`src/rtl/ffse_pkg.sv`:
```
// Shared constants, codes and controller/datapath interface types.
`default_nettype none

package ffse_pkg;

  localparam int MAX_DIM   = 2048;
  localparam int MEM_WORDS = 1048576;
  localparam int DIM_W     = 12;
  localparam int PIX_W     = 32;
  localparam int ADDR_W    = 2 * DIM_W;
  localparam int MEM_AW    = $clog2(MEM_WORDS);
  localparam int CFG_IDX_W = 2;

  typedef enum logic [1:0] {
    ACT_READ   = 2'd0,
    ACT_WRITE  = 2'd1,
    ACT_FILL   = 2'd2,
    ACT_SCROLL = 2'd3
  } action_e;

  typedef enum logic [CFG_IDX_W-1:0] {
    CFG_ENABLE = 2'd0,
    CFG_WIDTH  = 2'd1,
    CFG_HEIGHT = 2'd2,
    CFG_PITCH  = 2'd3
  } cfg_idx_e;

  // Ways the datapath can set up its rectangle walker.
  typedef enum logic [2:0] {
    INIT_NONE,
    INIT_FILL,
    INIT_FULL,
    INIT_COPY,
    INIT_TAIL
  } walk_init_e;

  typedef enum logic [3:0] {
    S_CLEAR,
    S_IDLE,
    S_MUL,
    S_DISPATCH,
    S_RD_DATA,
    S_FILL,
    S_COPY_RD,
    S_COPY_WR,
    S_TAIL_START,
    S_DONE
  } state_e;

  // Commands from the controller to the datapath.
  typedef struct packed {
    logic       load;
    logic       mul;
    logic       clr_wr;
    logic       rd_pix;
    logic       wr_pix;
    logic       cap_pix;
    logic       res_set;
    logic       res_ok;
    walk_init_e walk_init;
    logic       fill_wr;
    logic       copy_rd;
    logic       copy_wr;
  } dp_cmd_t;

  // Status from the datapath to the controller.
  typedef struct packed {
    logic    enabled;
    action_e action;
    logic    in_surf;
    logic    fill_empty;
    logic    h_zero;
    logic    w_zero;
    logic    p_zero;
    logic    n_zero;
    logic    full;
    logic    last_col;
    logic    last_row;
    logic    clr_last;
  } dp_status_t;

  // Dimension registers keep the low twelve bits and saturate at the maximum.
  function automatic logic [DIM_W-1:0] clamp_dim(input logic [DIM_W-1:0] v);
    logic [DIM_W-1:0] r;
    if (int'(v) > MAX_DIM) begin
      r = DIM_W'(MAX_DIM);
    end else begin
      r = v;
    end
    return r;
  endfunction

endpackage

`default_nettype wire

```
`src/rtl/ffse_ctrl.sv`:
```
// Controller: sequences the clearing pass and every command through the datapath.
`default_nettype none

module ffse_ctrl
  import ffse_pkg::*;
(
  input  wire logic       clk_i,
  input  wire logic       rst_ni,
  input  wire logic       start,
  input  wire dp_status_t status_i,
  output dp_cmd_t         cmd_o,
  output logic            busy,
  output logic            done_o
);

  state_e state_q, state_d;

  always_ff @(posedge clk_i or negedge rst_ni) begin
    if (!rst_ni) begin
      state_q <= S_CLEAR;
    end else begin
      state_q <= state_d;
    end
  end

  // Next state and datapath commands.
  always_comb begin
    state_d = state_q;
    cmd_o   = '0;
    unique case (state_q)
      S_CLEAR: begin
        cmd_o.clr_wr = 1'b1;
        if (status_i.clr_last) begin
          state_d = S_IDLE;
        end
      end
      S_IDLE: begin
        if (start) begin
          cmd_o.load = 1'b1;
          state_d    = S_MUL;
        end
      end
      S_MUL: begin
        cmd_o.mul = 1'b1;
        state_d   = S_DISPATCH;
      end
      S_DISPATCH: begin
        cmd_o.res_set = 1'b1;
        state_d       = S_DONE;
        if (status_i.enabled) begin
          unique case (status_i.action)
            ACT_READ: begin
              if (status_i.in_surf) begin
                cmd_o.res_ok = 1'b1;
                cmd_o.rd_pix = 1'b1;
                state_d      = S_RD_DATA;
              end
            end
            ACT_WRITE: begin
              if (status_i.in_surf) begin
                cmd_o.res_ok = 1'b1;
                cmd_o.wr_pix = 1'b1;
              end
            end
            ACT_FILL: begin
              if (!status_i.fill_empty) begin
                cmd_o.res_ok    = 1'b1;
                cmd_o.walk_init = INIT_FILL;
                state_d         = S_FILL;
              end
            end
            ACT_SCROLL: begin
              if (!status_i.h_zero) begin
                cmd_o.res_ok = 1'b1;
                if (status_i.full) begin
                  // Scrolling past the bottom clears the whole surface.
                  if (!status_i.w_zero) begin
                    cmd_o.walk_init = INIT_FULL;
                    state_d         = S_FILL;
                  end
                end else begin
                  cmd_o.walk_init = INIT_COPY;
                  state_d = status_i.p_zero ? S_TAIL_START : S_COPY_RD;
                end
              end
            end
          endcase
        end
      end
      S_RD_DATA: begin
        cmd_o.cap_pix = 1'b1;
        state_d       = S_DONE;
      end
      S_FILL: begin
        cmd_o.fill_wr = 1'b1;
        if (status_i.last_col && status_i.last_row) begin
          state_d = S_DONE;
        end
      end
      S_COPY_RD: begin
        cmd_o.copy_rd = 1'b1;
        state_d       = S_COPY_WR;
      end
      S_COPY_WR: begin
        cmd_o.copy_wr = 1'b1;
        state_d = (status_i.last_col && status_i.last_row) ? S_TAIL_START : S_COPY_RD;
      end
      S_TAIL_START: begin
        // Paint the vacated bottom rows, if there are any.
        if (status_i.w_zero || status_i.n_zero) begin
          state_d = S_DONE;
        end else begin
          cmd_o.walk_init = INIT_TAIL;
          state_d         = S_FILL;
        end
      end
      S_DONE: begin
        state_d = S_IDLE;
      end
      default: begin
        state_d = S_IDLE;
      end
    endcase
  end

  assign busy   = state_q != S_IDLE;
  assign done_o = state_q == S_DONE;

endmodule

`default_nettype wire

```
`config.mk`:
```
export PLATFORM = sky130hd
export DESIGN_NAME = ffse_ctrl
export DESIGN_NICKNAME = d
export VERILOG_FILES = /design/src/rtl/ffse_pkg.sv /design/src/rtl/ffse_ctrl.sv
export SDC_FILE = /design/constraint.sdc
export NUM_CORES = 1
export LEC_CHECK = 0
export ABC_AREA = 1
export BUFFER_PORTS_ARGS = -buffer_cell sky130_fd_sc_hd__buf_4
export CORE_MARGIN = 10
export CORE_UTILIZATION = 41
export DETAILED_ROUTE_END_ITERATION = 7
export GPL_ROUTABILITY_DRIVEN = 0
export PLACE_DENSITY = 0.76
export SLEW_MARGIN = 20
export SYNTH_ARGS = -nofsm -noshare
export SYNTH_HDL_FRONTEND = slang
export SYNTH_SLANG_ARGS = --single-unit
```
`constraint.sdc`:
```
create_clock -name clk_i -period 1.3 [get_ports clk_i]
set_clock_uncertainty 0.05 [all_clocks]
set_input_delay 0.065 -clock clk_i [delete_from_list [all_inputs] [get_ports clk_i]]
set_output_delay 0.065 -clock clk_i [all_outputs]
set_load 0.01 [all_outputs]
```
==> load_flow_metrics.sql <==
INSERT INTO impl_metrics (metric_group, metric, value, unit) VALUES
('run_status', 'outcome', 'complete, but fails checks', ''),
('run_status', 'failed_checks', 'setup timing', ''),
('power_and_ir_drop', 'intPower', '1.04', 'mW'),
('power_and_ir_drop', 'switchingPower', '1.04', 'mW'),
('drt', 'ant_nets', '0', ''),
('drt', 'routedLengthMet1', '905', 'µm'),
('critical_path', 'worst_setup_path_end_kind', 'output port', ''),
('cts', 'cts_buffers', '3', ''),
('timing', 'finalHoldViolCount', '0', ''),
('final_layout', 'antenna_cells', '0', ''),
('drt', 'route.top_layer_used', 'met4', ''),
('yosys', 'yosys.area.top_type_share', '0.186', ''),
('final_layout', 'largest_registers', 'state_q x4', ''),
('critical_path', 'critPathTopFamily', 'simple AND/OR/NAND/NOR gates', ''),
('timing', 'max_slew_margin', '0.810', ''),
('placed_design', 'dp_hpwl', '1610', 'µm'),
('critical_path', 'critical_path.slowest_cell', 'sky130_fd_sc_hd__dfrtp_1', ''),
('yosys', 'synth_top_family_by_area', 'simple AND/OR/NAND/NOR gates', ''),
('cts', 'insertion_delay', '240', 'ps'),
('floorplan', 'fp.dieArea', '0.00316', 'mm²'),
('yosys', 'synth_adder_area_share', '0', ''),
('yosys', 'post_synth_design_cell_area', '538', 'µm²'),
('drt', 'post_drt_wl_per_cell', '16.7', 'µm'),
('yosys', 'syn-instance-count', '94', ''),
('min_path', 'hp_class', 'primary input to async pin', ''),
('power_and_ir_drop', 'power.total', '2.08', 'mW'),
('yosys', 'async_reset_ff_frac', '1.00', ''),
('floorplan', 'rows', '12', ''),
('cts', 'h-tree-depth', '1', ''),
('critical_path', 'cp_num_buf_inv', '2', ''),
('critical_path', 'arrival', '1430', 'ps'),
('critical_path', 'worst_path_largest_cell_delay', '390', 'ps'),
('yosys', 'netlist.top_cell.by_area', 'sky130_fd_sc_hd__dfrtp_1', ''),
('drt', 'vias', '853', ''),
('final_layout', 'largest_reg_flops', '4', ''),
('final_layout', 'post_route_cells_drive_above_1_share', '0.542', ''),
('drt', 'drt-total-wl', '2630', 'µm'),
('cts', 'cts.sink_count', '4', ''),
('power_and_ir_drop', 'clkPwrFrac', '0.077', ''),
('floorplan', 'top_level_ports', '32', ''),
('drt', 'viasPerCell', '5.40', ''),
('yosys', 'synth_seq_area_share', '0.186', ''),
('power_and_ir_drop', 'p_leak', '0.574', 'nW'),
('timing', 'fin_worst_setup_slack', '-245', 'ps'),
('yosys', 'yosysWarningCount', '0', ''),
('yosys', 'synth_compound_area_frac', '0.0512', ''),
('timing', 'setup_viol', '19', ''),
('yosys', 'synth-simple-area-share', '0.630', ''),
('cts', 'cts_root_buf', 'sky130_fd_sc_hd__clkbuf_4', ''),
('yosys', 'post_synth_main_area_contributors', 'sky130_fd_sc_hd__dfrtp_1 (19%), sky130_fd_sc_hd__nand2_1 (17%), sky130_fd_sc_hd__inv_1 (12%)', ''),
('yosys', 'synth_fp_nets', '110', ''),
('final_layout', 'nets', '162', ''),
('power_and_ir_drop', 'power.density', '1970', 'mW/mm²'),
('power_and_ir_drop', 'sw_share', '0.502', ''),
('yosys', 'synth.most_common_cell', 'sky130_fd_sc_hd__nand2_1', ''),
('yosys', 'synth-edff-count', '0', ''),
('yosys', 'synth-seq-cells', '4', ''),
('cts', 'cts_tree', 'done', ''),
('critical_path', 'cp_cell_sequence', 'nor2_2 > inv_2 > nor2_8 > nand2_4 > nor4_4 > buf_4', ''),
('global_routing', 'first_global_vias', '825', ''),
('power_and_ir_drop', 'ir_worst_vdd', '1.01', 'mV'),
('timing', 'fmax', '647', 'MHz'),
('drt', 'drc_errors', '0', ''),
('power_and_ir_drop', 'combPwrFrac', '0.784', ''),
('timing', 'period_minus_slack', '1540', 'ps'),
('critical_path', 'cp_data_required_time', '1190', 'ps'),
('drt', 'detailed_routed_wire_length_on_met2', '1290', 'µm'),
('floorplan', 'die_w', '56.2', 'µm'),
('yosys', 'most_used_flip_flop_cell_after_synthesis', 'sky130_fd_sc_hd__dfrtp_1', ''),
('yosys', 'synth.lib_cells_used.distinct', '20', ''),
('floorplan', 'effective_utilization_at_floorplan', '0.459', '');
## placed cells by master (no fill, tap or decap), types with 2 or more instances in the layout
| cell type | instances |
|---|---|
| sky130_fd_sc_hd__nand4_1 | 2 |
| sky130_fd_sc_hd__inv_2 | 3 |
| sky130_fd_sc_hd__nor3_1 | 2 |
| sky130_fd_sc_hd__nand2_1 | 21 |
| sky130_fd_sc_hd__nand2_4 | 3 |
| sky130_fd_sc_hd__clkbuf_4 | 3 |
| sky130_fd_sc_hd__nor2_2 | 4 |
| sky130_fd_sc_hd__nor2_4 | 5 |
| sky130_fd_sc_hd__buf_4 | 37 |
| sky130_fd_sc_hd__buf_6 | 9 |
| sky130_fd_sc_hd__nand3_1 | 8 |
| sky130_fd_sc_hd__nor2_1 | 13 |
| sky130_fd_sc_hd__inv_1 | 14 |
| sky130_fd_sc_hd__nand2_2 | 2 |
| sky130_fd_sc_hd__nand3_2 | 2 |
| sky130_fd_sc_hd__dfrtp_2 | 2 |
| sky130_fd_sc_hd__dfrtp_1 | 2 |
## power by group through the flow
stage | logic (mW) | registers (mW) | clock network, mW
after detailed placement | 1.12 | 0.252 | 0
after floorplan | 0.652 | 0.248 | 0
after CTS | 1.36 | 0.267 | 0.156
final | 1.63 | 0.288 | 0.161
after global routing | 1.77 | 0.290 | 0.170
after global placement | 1.11 | 0.249 | 0
## layer usage
layer / track usage / up-vias
met2: 0.244 / 64
met5: 0 / -
met3: 0.0592 / 20
li1: - / 393
met4: 0.0546 / 0
met1: 0.125 / 376
## cell type report
| class | instances | area (µm²) |
|---|---|---|
| Timing Repair Buffer | 47 | 389 |
| Sequential cell | 4 | 103 |
| Inverter | 19 | 78.8 |
| Fill cell | 58 | 114 |
| Clock buffer | 3 | 22.5 |
| Tap cell | 14 | 17.5 |
| Multi-Input combinational cell | 71 | 447 |
## timing repair
action                     in CTS  in global routing
setup endpoints to repair      15                 20
hold endpoints to repair        4                  0
hold buffers                    1                  0
pin swaps                       3                  6
setup buffers                   7                  3
gates resized for setup        14                 21
## cell families after synthesis
logic type,Yosys count
AO/OA/AOI/OAI,4
buffers and inverters,19
flip-flops,4
AND/OR/NAND/NOR,67
## through the flow
step	util	std cells	area (µm²)	worst slack [ps]	hold WS, ps
3_3_place_gp	0.717	145	840	31.7	-189
6_report	0.903	158	1060	-245	99.2
5_1_grt	0.903	158	1060	-283	121
4_1_cts	0.829	156	971	-181	87.7
3_5_place_dp	0.717	145	840	12.3	-188
2_1_floorplan	-	94	544	9.19	-281
## final timing paths
path	start	end	slack (ps)	depth (start not counted)
max reg2reg	state_q[2]	state_q[1]	-200	9
min in group clk_i	status_i[5]	state_q[1]	100	4
max in group asynchronous	rst_ni	state_q[0]	970	2
min	rst_ni	state_q[2]	100	2
min reg2reg	state_q[2]	state_q[0]	750	3
max	state_q[2]	cmd_o[6]	-240	6
Note: power is estimated with default switching activity, not from simulation.
